## config.mk

```make
export PLATFORM = sky130hd
export DESIGN_NAME = mixed_ascii_hex_content_parser_top
export DESIGN_NICKNAME = d
export VERILOG_FILES = /design/src/hw/rtl/mahcp_pkg.sv /design/src/hw/rtl/mahcp_char_decode.sv /design/src/hw/rtl/mixed_ascii_hex_content_parser_top.sv
export SDC_FILE = /design/constraint.sdc
export NUM_CORES = 1
export LEC_CHECK = 0
export BUFFER_PORTS_ARGS = -buffer_cell sky130_fd_sc_hd__buf_2
export CAP_MARGIN = 20
export CELL_PAD_IN_SITES_DETAIL_PLACEMENT = 0
export CELL_PAD_IN_SITES_GLOBAL_PLACEMENT = 1
export CORE_UTILIZATION = 47
export CTS_CLUSTER_DIAMETER = 60
export DETAILED_ROUTE_END_ITERATION = 16
export GPL_TIMING_DRIVEN = 0
export PLACE_DENSITY_LB_ADDON = 0.1
export RECOVER_POWER = 100
export SLEW_MARGIN = 10
export SYNTH_ARGS = -nofsm -noshare
export SYNTH_HDL_FRONTEND = slang
export SYNTH_HIERARCHICAL = 1
export SYNTH_SLANG_ARGS = --single-unit
```

## constraint.sdc

```tcl
create_clock -name clk -period 5.2 [get_ports clk]
set_input_delay 0.26 -clock clk [delete_from_list [all_inputs] [get_ports clk]]
set_output_delay 0.26 -clock clk [all_outputs]
set_load 0.05 [all_outputs]
```

## src/hw/rtl/mahcp_pkg.sv

```systemverilog
// mahcp_pkg: shared types, constants and character helpers for the
// mixed ascii/hex content parser; no dependencies
`default_nettype none

package mahcp_pkg;

  localparam int MAX_LEN = 1024;
  localparam int LEN_W   = $clog2(MAX_LEN + 1);
  localparam logic [LEN_W-1:0] MAX_LEN_V = LEN_W'(MAX_LEN);

  localparam logic [7:0] BAR_CHAR = 8'h7C;

  // parser state carried from one character to the next
  typedef struct packed {
    logic             hex_mode;
    logic             nibble_pending;
    logic [3:0]       high_nibble;
    logic [LEN_W-1:0] bytes_emitted;
  } mahcp_state_t;

  // one result request, fire = a result leaves for this character
  typedef struct packed {
    logic             fire;
    logic             byte_valid;
    logic [7:0]       data_byte;
    logic             end_of_content;
    logic [LEN_W-1:0] content_length;
    logic             empty_error;
    logic             skipped_invalid;
  } mahcp_result_t;

  function automatic logic is_ws(input logic [7:0] c);
    return (c == 8'h20) || (c >= 8'h09 && c <= 8'h0D);
  endfunction

  function automatic logic is_hex(input logic [7:0] c);
    return (c >= 8'h30 && c <= 8'h39) || (c >= 8'h41 && c <= 8'h46) ||
           (c >= 8'h61 && c <= 8'h66);
  endfunction

  function automatic logic [3:0] hex_val(input logic [7:0] c);
    logic [3:0] v;
    if (c <= 8'h39) begin
      v = c[3:0];
    end else begin
      v = c[3:0] + 4'd9;  // 'A'/'a' low nibble is 1
    end
    return v;
  endfunction

endpackage

`default_nettype wire

```

## src/hw/rtl/mahcp_char_decode.sv

```systemverilog
// mahcp_char_decode: per-character decode, next state and result request
// depends on mahcp_pkg
`default_nettype none

module mahcp_char_decode
  import mahcp_pkg::*;
(
  input  wire logic [7:0]    char_code,
  input  wire logic          is_final_char,
  input  wire mahcp_state_t  cur_state,
  output mahcp_state_t       next_state,
  output mahcp_result_t      result
);

  logic             valid;
  logic [7:0]       data;
  logic             skipped;
  logic             hex;
  logic [3:0]       v;
  logic [LEN_W-1:0] count;
  mahcp_state_t     st;

  always_comb begin
    st      = cur_state;
    valid   = 1'b0;
    data    = 8'h00;
    skipped = 1'b0;
    hex     = is_hex(char_code);
    v       = hex_val(char_code);

    if (!cur_state.hex_mode) begin
      if (char_code == BAR_CHAR) begin
        st.hex_mode = 1'b1;
      end else begin
        valid = 1'b1;
        data  = char_code;
      end
    end else if (cur_state.nibble_pending && hex) begin
      valid             = 1'b1;
      data              = {cur_state.high_nibble, v};
      st.nibble_pending = 1'b0;
    end else begin
      // a pending digit without a partner is dropped
      if (cur_state.nibble_pending) begin
        skipped           = 1'b1;
        st.nibble_pending = 1'b0;
      end
      if (char_code == BAR_CHAR) begin
        st.hex_mode = 1'b0;
      end else if (is_ws(char_code)) begin
        st.hex_mode = cur_state.hex_mode;
      end else if (hex) begin
        if (is_final_char) begin
          skipped = 1'b1;
        end else begin
          st.high_nibble    = v;
          st.nibble_pending = 1'b1;
        end
      end else begin
        skipped = 1'b1;
      end
    end

    count = cur_state.bytes_emitted;
    if (valid && (cur_state.bytes_emitted < MAX_LEN_V)) begin
      count = cur_state.bytes_emitted + LEN_W'(1);
    end
    st.bytes_emitted = count;

    result.fire            = valid || skipped || is_final_char;
    result.byte_valid      = valid;
    result.data_byte       = data;
    result.end_of_content  = is_final_char;
    result.content_length  = is_final_char ? count : '0;
    result.empty_error     = is_final_char && (count == '0);
    result.skipped_invalid = skipped;

    // end of string returns everything to reset
    if (is_final_char) begin
      next_state = '0;
    end else begin
      next_state = st;
    end
  end

endmodule

`default_nettype wire

```

## src/hw/rtl/mixed_ascii_hex_content_parser_top.sv

```systemverilog
// an accepted character is registered in the input register, then its result in the result register
// throughput: one character per cycle while the result register is not held by out_stall; input register
// feeds decode, result register out; characters that produce nothing leave no result
// reset: synchronous active-low rst_n clears valids and parser state
// top level of the mixed ascii/hex content parser; depends on mahcp_pkg,
// mahcp_char_decode
`default_nettype none

module mixed_ascii_hex_content_parser_top
  import mahcp_pkg::*;
(
  input  wire logic             clk,
  input  wire logic             rst_n,
  input  wire logic             in_valid,
  output      logic             in_stall,
  input  wire logic [7:0]       in_char_code,
  input  wire logic             in_is_final_char,
  output      logic             out_valid,
  input  wire logic             out_stall,
  output      logic             out_byte_valid,
  output      logic [7:0]       out_data_byte,
  output      logic             out_end_of_content,
  output      logic [LEN_W-1:0] out_content_length,
  output      logic             out_empty_error,
  output      logic             out_skipped_invalid
);

  logic          s1_valid_r, s1_valid_nxt;
  logic [7:0]    s1_char_r;
  logic          s1_last_r;
  mahcp_state_t  state_r, state_nxt;
  mahcp_result_t res_r;
  logic          res_valid_r, res_valid_nxt;
  mahcp_state_t  dec_state;
  mahcp_result_t dec_res;
  logic          out_free;
  logic          s1_go;
  logic          in_take;

  mahcp_char_decode u_decode (
    .char_code     (s1_char_r),
    .is_final_char (s1_last_r),
    .cur_state     (state_r),
    .next_state    (dec_state),
    .result        (dec_res)
  );

  // result register is free when empty or being taken this cycle
  assign out_free = !res_valid_r || !out_stall;
  assign s1_go    = s1_valid_r && out_free;
  assign in_stall = s1_valid_r && !out_free;
  assign in_take  = in_valid && !in_stall;

  always_comb begin
    s1_valid_nxt  = in_take || (s1_valid_r && !s1_go);
    state_nxt     = s1_go ? dec_state : state_r;
    res_valid_nxt = res_valid_r && out_stall;
    if (s1_go) begin
      res_valid_nxt = dec_res.fire;
    end
  end

  always_ff @(posedge clk) begin
    if (!rst_n) begin
      s1_valid_r  <= 1'b0;
      res_valid_r <= 1'b0;
      state_r     <= '0;
    end else begin
      s1_valid_r  <= s1_valid_nxt;
      res_valid_r <= res_valid_nxt;
      state_r     <= state_nxt;
    end
  end

  always_ff @(posedge clk) begin
    if (in_take) begin
      s1_char_r <= in_char_code;
      s1_last_r <= in_is_final_char;
    end
    if (s1_go && dec_res.fire) begin
      res_r <= dec_res;
    end
  end

  assign out_valid           = res_valid_r;
  assign out_byte_valid      = res_r.byte_valid;
  assign out_data_byte       = res_r.data_byte;
  assign out_end_of_content  = res_r.end_of_content;
  assign out_content_length  = res_r.content_length;
  assign out_empty_error     = res_r.empty_error;
  assign out_skipped_invalid = res_r.skipped_invalid;

endmodule

`default_nettype wire

```

==> results.json <==
{
  "status": "complete, no violations",
  "fmax_mhz": 247,
  "diodes": 0,
  "multiInputGateArea_um2": 1190,
  "yosysSeqAreaShare_pct": 49.4,
  "area_growth_pct": 11.3,
  "first_iter_violations": 119,
  "die_w_um": 78.0,
  "cp_common_cell": "inv_1",
  "crit_path_start_kind": "flop",
  "n_fill_cell": 518,
  "clock_latency_ns": 0.31,
  "power.leakage_nw": 1.10,
  "finalHoldViolCount": 0,
  "syn_inst": 268,
  "synthTopCellsByArea": "edfxtp_1 35%, dfxtp_1 14%, mux2i_1 7.4%, nand2_1 6.4%, nor2_1 4.8%",
  "finalCritPeriodShare_pct": 77.8,
  "antenna_found_initial": 0,
  "tritoncts": "yes",
  "final_nets": 330,
  "dp_hpwl_mm": 4.10,
  "drive_gt1_share_pct": 10.9,
  "relSlewSlack_pct": 39.9,
  "synth_seq_cells": 51,
  "gp_congestion": 0.865,
  "grt_max_degree": 19,
  "syn_area_per_cell_um2": 10.1,
  "grt_pass1_vias": 1802,
  "overflow": 0,
  "dp_slack_ns": 1.94,
  "die_y_um": 78.0,
  "rsz0062_at_grt": "no",
  "synth-edff-count": 32,
  "cts_hold_buf": 0,
  "critical_path.top_delay_family": "simple AND/OR/NAND/NOR gates",
  "synth_nets": 286,
  "clock_sinks": 51,
  "worst_pin_slew_ns": 0.901,
  "setup_viol": 0,
  "critPathArrivalTime_ns": 4.05,
  "hp-class": "input port to flop",
  "irDropWorstVdd_mv": 0.160,
  "yosys.area.top_type": "edfxtp_1",
  "pwr_density_cell_nw_per_um2": 269,
  "cts.clk_slew.worst_paths_ns": 0.08,
  "netlist_area_um2": 2710,
  "numCtsBuffers": 5,
  "htreeDepth": 2,
  "final_area_um2": 3020,
  "die_area_um2": 6080,
  "setup_ws_ns": 1.15,
  "synth_warnings": 6,
  "fin_crit_ns": 4.05,
  "critPathSlowestCell": "a21oi_1",
  "drv_cap": 0,
  "ios": 38,
  "core-area_um2": 5540,
  "wl_mm": 5.50,
  "yosys_most_used_dff": "edfxtp_1",
  "place_area_um2": 3000,
  "yosys.cell_count.top_type": "nand2_1",
  "fin_skew_ns": 0.0151,
  "slew_violations": 0,
  "synth_top_area_share_pct": 35.4,
  "seqCellArea_um2": 1340,
  "cts_buffer_depth": 2,
  "path_cells": "inv_1 > ha_1 > nor4b_1 > or4_2 > nor3_1 > nor2_1 > inv_1 > or3_1 > nand2_1 > a21oi_1 > buf_6",
  "crit_fanout": 18,
  "portBuffers": 36,
  "gr-usage-all-layers_pct": 19.9,
  "finalPower_uw": 812,
  "drc": 0,
  "initial_core_util_pct": 49.0,
  "vias": 1978,
  "tns_ns": 0,
  "rows": 27,
  "dr.pass1.iters": 6,
  "ant_nets": 0,
  "grt_pass1_wl_mm": 9.05,
  "routed_via_density": 5.14,
  "synth_cell_type_count": 50,
  "synthArstFlopShare_pct": 0,
  "post_cts_resized": 0,
  "post_cts_buffers": 0,
  "end_kind": "flop",
  "max_stage_delay_ns": 0.70,
  "finish.utilization_pct": 54.5,
  "cp_data_required_time_ns": 5.21,
  "path_class": "flop to flop",
  "root_buffer": "clkbuf_8",
  "critical_path_buf_inv_count": 3,
  "drt-wirelength-per-cell_um": 14.3,
  "ys_top_cells_by_count": "46 x nand2_1, 35 x nor2_1, 32 x edfxtp_1"
}
[placed cells by master, fill, tap and decap left out, drive strengths merged, types with 3 or more instances in the layout]
cell type,Yosys,routed
a21oi,10,10
dfxtp,19,19
nand3,6,6
nand2,46,46
xor2,6,6
nand2b,3,3
nor2,35,35
edfxtp,32,32
xnor2,6,6
nor2b,13,13
a21boi,3,3
inv,4,4
a22o,5,5
o21ai,3,3
clkbuf,6,37
mux2i,20,20
nor3,3,3
and3,5,5
buf,11,22
ha,5,5
[state kept, by name, indices dropped and copies added, names as in the netlist]
register,count
out_empty_error,1
out_content_length,11
out_byte_valid,1
out_end_of_content,1
s1_char_r,8
out_skipped_invalid,1
out_data_byte,8
state_r,17
s1_last_r,1
out_valid,1
s1_valid_r,1
[worst paths after layout]
| kind | cells past startpoint | end | slack (ns) | startpoint |
|---|---|---|---|---|
| max | 11 | out_byte_valid | 1.15 | s1_char_r[0] |
| min | 1 | s1_char_r[7] | 0.13 | in_char_code[7] |
| max reg2reg | 11 | out_byte_valid | 1.15 | s1_char_r[0] |
| min reg2reg | 2 | state_r[10] | 0.46 | state_r[10] |
[cell type report]
| type | instances | share of cell area, % |
|---|---|---|
| flip-flops and latches | 51 | 44.4 |
| inverters | 4 | 0.497 |
| plain buffers | 17 | 3.81 |
| well taps | 72 | 2.98 |
| clock buffers | 5 | 2.28 |
| clock inverters | 3 | 1.28 |
| multi-input cells | 196 | 39.5 |
| repair buffers | 37 | 5.30 |
[stage by stage]
step / std cells / hold slack, ns
6_report: 385 / 0.132
5_1_grt: 385 / 0.112
4_1_cts: 385 / 0.131
3_5_place_dp: 377 / 0.438
3_3_place_gp: 376 / 0.436
2_1_floorplan: 268 / 0.359
[report_power, final]
part           switching (mW)  internal [mW]  leakage (nW)
clock network           0.125          0.141        0.0556
registers             0.00867          0.443         0.464
logic                  0.0646         0.0295         0.580
[layer usage]
| metal | global-route usage [%] | vias to the layer above | wire length, um |
|---|---|---|---|
| met5 | 0 | - | 0 |
| met4 | 5.93 | 0 | 98 |
| met2 | 28.5 | 58 | 2190 |
| met3 | 4.94 | 8 | 307 |
| li1 | - | 1024 | - |
| met1 | 29.4 | 888 | 2910 |
[kinds of logic after synthesis]
group | synth area share [%]
buf+inv | 4.79
compound gates | 10.0
fa+ha+maj | 2.31
simple gates | 22.2
mux | 7.38
xor+xnor | 3.87
flops | 49.4
No activity file was read; power rests on OpenSTA's default activity.
